===== src/tspc_pkg.sv =====
// shared types, constants and helper functions for the temperature polynomial conversion unit
package tspc_pkg;

    // item field widths
    localparam int SENSOR_W = 3;
    localparam int IDX_W    = 3;
    localparam int COEF_W   = 16;
    localparam int ADC_W    = 24;
    localparam int A_W      = 16;
    localparam int TEMP_W   = 16;

    // calibration store geometry
    localparam int SENSORS = 8;
    localparam int COEFS   = 5;
    localparam int DEPTH   = SENSORS * COEFS;
    localparam int ADDR_W  = $clog2(DEPTH);

    // datapath widths
    localparam int CHUNK_W = 32;
    localparam int ACC_W   = 3 * CHUNK_W;
    localparam int PROD_W  = CHUNK_W + COEF_W;
    localparam int SCALE_W = 2 * CHUNK_W;
    localparam int Q_W     = 17;

    // reciprocal divide: 1e19 = 5^19 * 2^19, quotient estimated from the top bits
    localparam int Y_LSB       = 19;
    localparam int Y_W         = 62;
    localparam int YT_LSB      = Y_LSB + 30;
    localparam int RECIP_SHIFT = 46;
    localparam int BACK_LO_W   = Q_W + CHUNK_W;
    localparam int BACK_HI_W   = Q_W + COEF_W;

    // sequencer counts
    localparam int STEP_W = 3;
    localparam int PHASE_W = 3;
    localparam logic [STEP_W-1:0]  STEP_TOP       = STEP_W'(COEFS - 1);
    localparam logic [PHASE_W-1:0] PHASE_FIRST    = PHASE_W'(0);
    localparam logic [PHASE_W-1:0] PHASE_COEF     = PHASE_W'(3);
    localparam logic [PHASE_W-1:0] PHASE_LAST_MUL = PHASE_W'(4);
    localparam logic [PHASE_W-1:0] PHASE_LAST     = PHASE_W'(5);

    // item kinds
    localparam logic KIND_LOAD    = 1'b0;
    localparam logic KIND_CONVERT = 1'b1;

    // multiplier operand source
    localparam logic SRC_ACC  = 1'b0;
    localparam logic SRC_COEF = 1'b1;

    // word chunks of the accumulator and scale constants
    localparam logic [1:0] CHUNK_LO  = 2'd0;
    localparam logic [1:0] CHUNK_MID = 2'd1;
    localparam logic [1:0] CHUNK_HI  = 2'd2;

    // rounding and division constants
    localparam logic [SCALE_W-1:0] DIVISOR    = 64'd10000000000000000000;
    localparam logic [SCALE_W-1:0] ROUND_HALF = 64'd5000000000000000000;
    localparam logic [SCALE_W-1:0] DIV_ODD    = 64'd19073486328125;
    localparam logic [CHUNK_W-1:0] DIV_ODD_LO = DIV_ODD[CHUNK_W-1:0];
    localparam logic [COEF_W-1:0]  DIV_ODD_HI = DIV_ODD[CHUNK_W +: COEF_W];
    // floor(2^76 / 5^19)
    localparam logic [CHUNK_W-1:0] RECIP      = 32'd3961408125;
    localparam logic [Q_W-1:0] TEMP_MAX_MAG = Q_W'(2 ** (TEMP_W - 1) - 1);
    localparam logic [Q_W-1:0] TEMP_MIN_MAG = Q_W'(2 ** (TEMP_W - 1));

    typedef enum logic [2:0] {
        ST_IDLE,
        ST_POLY,
        ST_ABS,
        ST_OVCHK,
        ST_RECIP,
        ST_BACK,
        ST_FIX,
        ST_FINISH
    } ctrl_state_t;

    typedef struct packed {
        logic              start;
        logic              rd_en;
        logic [STEP_W-1:0] step;
        logic              mul_en;
        logic              mul_src;
        logic [1:0]        chunk;
        logic              clear;
        logic              neg;
        logic              last;
        logic              abs_en;
        logic              ovchk_en;
        logic              recip_en;
        logic              back_en;
        logic              fix_en;
        logic              out_load;
    } tspc_cmd_t;

    // scale of calibration word k[step] in the polynomial
    function automatic logic [SCALE_W-1:0] coef_scale(input logic [STEP_W-1:0] step);
        logic [SCALE_W-1:0] s;
        case (step)
            3'd0:    s = 64'd15000000000000000000;
            3'd1:    s = 64'd1000000000000000;
            3'd2:    s = 64'd20000000000;
            3'd3:    s = 64'd400000;
            3'd4:    s = 64'd2;
            default: s = '0;
        endcase
        return s;
    endfunction

    // terms for k0, k2 and k4 are subtracted
    function automatic logic scale_is_negative(input logic [STEP_W-1:0] step);
        return ~step[0];
    endfunction

    function automatic logic sensor_in_range(input logic [SENSOR_W-1:0] sensor);
        return 32'(sensor) < SENSORS;
    endfunction

    function automatic logic [ADDR_W-1:0] coef_addr(input logic [SENSOR_W-1:0] sensor,
                                                    input logic [IDX_W-1:0] index);
        logic [ADDR_W-1:0] base;
        base = ADDR_W'(sensor) * ADDR_W'(COEFS);
        return base + ADDR_W'(index);
    endfunction

endpackage


===== src/tspc_ctrl.sv =====
// sequencer for polynomial steps, rounding division and the result beat
module tspc_ctrl (
    input  logic                 clk,
    input  logic                 rst_n,
    input  logic                 in_valid,
    input  logic                 in_kind,
    output logic                 in_ready,
    output logic                 out_valid,
    input  logic                 out_ready,
    output tspc_pkg::tspc_cmd_t  cmd
);

    tspc_pkg::ctrl_state_t state_reg;
    tspc_pkg::ctrl_state_t state_next;
    logic [tspc_pkg::STEP_W-1:0]  step_reg;
    logic [tspc_pkg::STEP_W-1:0]  step_next;
    logic [tspc_pkg::PHASE_W-1:0] phase_reg;
    logic [tspc_pkg::PHASE_W-1:0] phase_next;
    logic                         out_valid_reg;
    logic                         out_valid_next;
    logic [tspc_pkg::PHASE_W-1:0] coef_phase;

    always_ff @(posedge clk or negedge rst_n)
    begin
        if (!rst_n)
        begin
            state_reg     <= tspc_pkg::ST_IDLE;
            step_reg      <= '0;
            phase_reg     <= '0;
            out_valid_reg <= 1'b0;
        end
        else
        begin
            state_reg     <= state_next;
            step_reg      <= step_next;
            phase_reg     <= phase_next;
            out_valid_reg <= out_valid_next;
        end
    end

    // next state and counters
    always_comb
    begin
        state_next = state_reg;
        step_next  = step_reg;
        phase_next = phase_reg;
        case (state_reg)
            tspc_pkg::ST_IDLE:
            begin
                if (in_valid && (in_kind == tspc_pkg::KIND_CONVERT))
                begin
                    state_next = tspc_pkg::ST_POLY;
                    step_next  = tspc_pkg::STEP_TOP;
                    phase_next = tspc_pkg::PHASE_FIRST;
                end
            end
            tspc_pkg::ST_POLY:
            begin
                if (phase_reg == tspc_pkg::PHASE_LAST)
                begin
                    phase_next = tspc_pkg::PHASE_FIRST;
                    if (step_reg == '0)
                    begin
                        state_next = tspc_pkg::ST_ABS;
                    end
                    else
                    begin
                        step_next = step_reg - tspc_pkg::STEP_W'(1);
                    end
                end
                else
                begin
                    phase_next = phase_reg + tspc_pkg::PHASE_W'(1);
                end
            end
            tspc_pkg::ST_ABS:
            begin
                state_next = tspc_pkg::ST_OVCHK;
            end
            tspc_pkg::ST_OVCHK:
            begin
                state_next = tspc_pkg::ST_RECIP;
            end
            tspc_pkg::ST_RECIP:
            begin
                state_next = tspc_pkg::ST_BACK;
            end
            tspc_pkg::ST_BACK:
            begin
                state_next = tspc_pkg::ST_FIX;
            end
            tspc_pkg::ST_FIX:
            begin
                state_next = tspc_pkg::ST_FINISH;
            end
            tspc_pkg::ST_FINISH:
            begin
                if (!out_valid_reg || out_ready)
                begin
                    state_next = tspc_pkg::ST_IDLE;
                end
            end
            default:
            begin
                state_next = tspc_pkg::ST_IDLE;
            end
        endcase
    end

    assign coef_phase = phase_reg - tspc_pkg::PHASE_COEF;

    // commands
    always_comb
    begin
        cmd      = '0;
        cmd.step = step_reg;
        in_ready = 1'b0;
        case (state_reg)
            tspc_pkg::ST_IDLE:
            begin
                in_ready  = 1'b1;
                cmd.start = in_valid && (in_kind == tspc_pkg::KIND_CONVERT);
            end
            tspc_pkg::ST_POLY:
            begin
                // phases 0-2: acc chunks times a, 3-4: scale chunks times k, 5: drain
                cmd.rd_en   = phase_reg == tspc_pkg::PHASE_FIRST;
                cmd.mul_en  = phase_reg <= tspc_pkg::PHASE_LAST_MUL;
                cmd.mul_src = (phase_reg >= tspc_pkg::PHASE_COEF) ? tspc_pkg::SRC_COEF
                                                                  : tspc_pkg::SRC_ACC;
                cmd.chunk   = (phase_reg >= tspc_pkg::PHASE_COEF) ? coef_phase[1:0]
                                                                  : phase_reg[1:0];
                cmd.clear   = phase_reg == tspc_pkg::PHASE_FIRST;
                cmd.neg     = (phase_reg >= tspc_pkg::PHASE_COEF)
                              && tspc_pkg::scale_is_negative(step_reg);
                cmd.last    = phase_reg == tspc_pkg::PHASE_LAST_MUL;
            end
            tspc_pkg::ST_ABS:
            begin
                cmd.abs_en = 1'b1;
            end
            tspc_pkg::ST_OVCHK:
            begin
                cmd.ovchk_en = 1'b1;
            end
            tspc_pkg::ST_RECIP:
            begin
                cmd.recip_en = 1'b1;
            end
            tspc_pkg::ST_BACK:
            begin
                cmd.back_en = 1'b1;
            end
            tspc_pkg::ST_FIX:
            begin
                cmd.fix_en = 1'b1;
            end
            tspc_pkg::ST_FINISH:
            begin
                cmd.out_load = !out_valid_reg || out_ready;
            end
            default:
            begin
                cmd = '0;
            end
        endcase
    end

    always_comb
    begin
        if (cmd.out_load)
        begin
            out_valid_next = 1'b1;
        end
        else if (out_ready)
        begin
            out_valid_next = 1'b0;
        end
        else
        begin
            out_valid_next = out_valid_reg;
        end
    end

    assign out_valid = out_valid_reg;

endmodule


===== config.mk =====
export PLATFORM = sky130hd
export DESIGN_NAME = tspc_ctrl
export DESIGN_NICKNAME = d
export VERILOG_FILES = /design/src/tspc_pkg.sv /design/src/tspc_ctrl.sv
export SDC_FILE = /design/constraint.sdc
export NUM_CORES = 1
export LEC_CHECK = 0
export BUFFER_PORTS_ARGS = -buffer_cell sky130_fd_sc_hd__buf_2
export CORE_MARGIN = 2
export CORE_UTILIZATION = 49
export CTS_CLUSTER_DIAMETER = 200
export DETAILED_ROUTE_END_ITERATION = 8
export GPL_TIMING_DRIVEN = 0
export PLACE_DENSITY = 0.82
export SLEW_MARGIN = 20
export SYNTH_ARGS = -nofsm -noshare
export SYNTH_HDL_FRONTEND = slang
export SYNTH_SLANG_ARGS = --single-unit

===== constraint.sdc =====
create_clock -name clk -period 1.8 [get_ports clk]
set_input_delay 0.09 -clock clk [delete_from_list [all_inputs] [get_ports clk]]
set_output_delay 0.09 -clock clk [all_outputs]
set_load 0.01 [all_outputs]

==> impl_metrics.ini <==
[clock_network]
cts_sinks = 10
numCtsBuffers = 3
cts_buffer_depth = 2
cts_tree = built
path_clk_slew_ps = 70
worstSkewPairLatency_ps = 270
root_buffer = clkbuf_4
ctsHtreeMaxLevel = 1

[route]
totalWireLength_mm = 1.60
drc = 0
vias = 738
drt_iter0_markers = 9
drt_first_pass_iters = 4
wl_per_cell_um = 11.8
antenna_left = 0
routed_via_density = 5.43

[floorplan]
start_util_pct = 51.4
die_area_um2 = 1890
design.core.area_um2 = 1490
die_h_um = 43.5
row_count = 14
io_pins = 25
die_x_um = 43.5

[cells_and_area]
fillerInstances = 111
fin_nets = 132
fin_area_um2 = 1030
antenna-diode-count = 0
layout_common_cells = 25 x buf_2, 9 x inv_1, 9 x dfrtp_1, 7 x nor2_1, 6 x buf_4
syn_to_final_growth_pct = 34.2
drive_gt1_share_pct = 40.0
final_common_cell = buf_2

[sta]
finalMaxSlewViolations = 0
rsz0062_at_grt = no
max_freq_ghz = 0.582
setup_viol_count_final = 0
fin_setup_tns_ps = 0
period_needed_ps = 1720
slew_headroom_pct = 75.9
hold_ws_ps = 22.1
period_share_pct = 95.4
tightest_slew_ps = 360
finalClockSkew_ps = 1.00
hold_viol = 0

[yosys]
post_synth_and_or_nand_nor_area_fraction_pct = 26.5
synth_area_leaders = dfrtp_1 33%, ha_1 9.8%, inv_1 4.4%, o32ai_4 3.6%, nor2_1 3.4%
ys_seq_elements = 10
synth_cell_type_count = 34
netlist_area_um2 = 766
syn_avg_cell_area_um2 = 8.80
synth_nets = 98
synthXorXnorAreaFrac_pct = 0
synth_top_family_by_area = simple AND/OR/NAND/NOR gates
synthMuxAreaShare_pct = 2.61
synth_top_area_share_pct = 32.7
ys_warn_count = 0
seq_area_frac_synth_pct = 32.7
synth_fa_ha_area_share_pct = 9.80
netlist_instances = 87
synth_top_cell_by_area = dfrtp_1
synth_compound_area_share_pct = 19.8

[worst_setup_path]
reg2reg_depth = 5
cp.arrival_ps = 1630
r2r_start = phase_reg[0]
startpoint = state_reg[0]
path_max_fanout = 10
reg2reg_slack_ps = 260
crit_path_start_kind = flop
r2r_end = state_reg[1]
crit_path_end_kind = output port
required_ps = 1710
criticalPathCategory = flop to output port

[power]
pwr-share-seq_pct = 24.7
p_comb_share_pct = 63.4
p_sw_share_pct = 45.1
ir_drop_mv = 0.944
leakagePower_uw = 0.000529
p_sw_uw = 786
clock_power_share_pct = 11.9
power_density_nw_per_um2 = 1700
p_int_uw = 958

[worst_hold_path]
hp-start = out_ready
hold_class = input port to flop
holdPathStages = 2
min_to = out_valid

[global_route]
antenna_found_initial = 0
grt_max_degree = 11
top_usage_layer = met2
met3_usage_pct = 2.50
grt_overflow = 0
grt_util_met1_pct = 22.3
globalRouteTotalUtil_pct = 18.5
grt_pass1_vias = 631
met2_usage_pct = 30.4
grt_pass1_wl_mm = 2.59

[status]
status = completed

[placed_design]
place_congestion = 0.779
dpl_cell_area_um2 = 906
io_buffer_count = 24
dp_hpwl_mm = 1.18

[run]
max_cap_violations = 0
==> logic make-up after synthesis <==
family | Yosys count
mux | 2
simple gates | 34
fa+ha+maj | 6
flops | 10
buf+inv | 15
compound gates | 20
==> cell usage after synthesis <==
cell type and number:
nor2_1 7, or3_1 2, and3b_1 1, o31ai_1 1
o21ai_1 3, o21a_1 1, nor3b_4 1, dfrtp_1 10
inv_1 9, nor2b_1 1, o21ai_0 5, o211ai_1 1
o2bb2ai_1 1, nand4_2 1, nand2b_1 1, or3b_4 1
a21oi_1 4, o32ai_4 1, a2bb2oi_2 1, ha_1 6
and2_1 1, nand3_1 2, buf_4 2, buf_2 2
a211oi_1 1, clkbuf_1 2, nor3b_1 1, nand4_1 1
nand2_1 5, nor3_1 5, or4_1 1, a32o_1 1
and3_1 3, mux2i_1 2
==> per-stage QoR <==
stage               total power (uW)  utilization, %  cells  setup slack, ps
floorplan                       1130               -     87              393
global placement                1360            60.8    127              283
CTS                             1620            64.4    132             16.1
global route                    1900            69.0    136             2.63
finish                          1740            69.0    136             82.3
detailed placement              1400            60.8    127              269
==> worst max-delay path by stage <==
stage / endpoint / slack (ps)
floorplan: cmd[10] / 390
global placement: state_reg[1] / 280
detailed placement: cmd[10] / 270
CTS: cmd[9] / 20
global route: cmd[0] / 3
finish: cmd[16] / 80
==> worst max-delay path, stage by stage, from the launching register on <==
cell and delay [ps]:
dfrtp_1 340, buf_2 190, nor3b_4 380, and3_1 230, buf_4 100, buf_2 110
==> power by group through the flow <==
| stage | logic, uW | registers, uW | clock network [uW] |
|---|---|---|---|
| after floorplan | 687 | 443 | 0 |
| after global routing | 1230 | 446 | 222 |
| after global placement | 923 | 441 | 0 |
| after CTS | 964 | 446 | 211 |
| final | 1110 | 431 | 207 |
| after detailed placement | 952 | 446 | 0 |
==> routing by layer <==
layer / share of wire [%] / routed length [um] / vias to the layer above
li1: - / - / 370
met1: 43 / 690 / 341
met2: 50 / 801 / 22
met3: 4.1 / 65 / 5
met4: 2.6 / 42 / 0
met5: 0 / 0 / -
==> area by class of cell <==
cell class,instances,area [um2],share of cell area [%]
multi-input combinational,62,485,47.3
sequential,10,251,24.5
timing repair buffer,29,160,15.6
buffer,6,40.0,3.90
clock buffer,4,36.3,3.53
inverter,9,33.8,3.29
tap,16,20.0,1.95
==> what timing repair did <==
item	CTS	global route
hold buffers	1	0
endpoints found under the setup margin	1	5
buffers inserted	0	4
endpoints found under the hold margin	10	0
pin swaps	0	2
resized for setup	2	11
No activity file was read; power rests on OpenSTA's default activity.
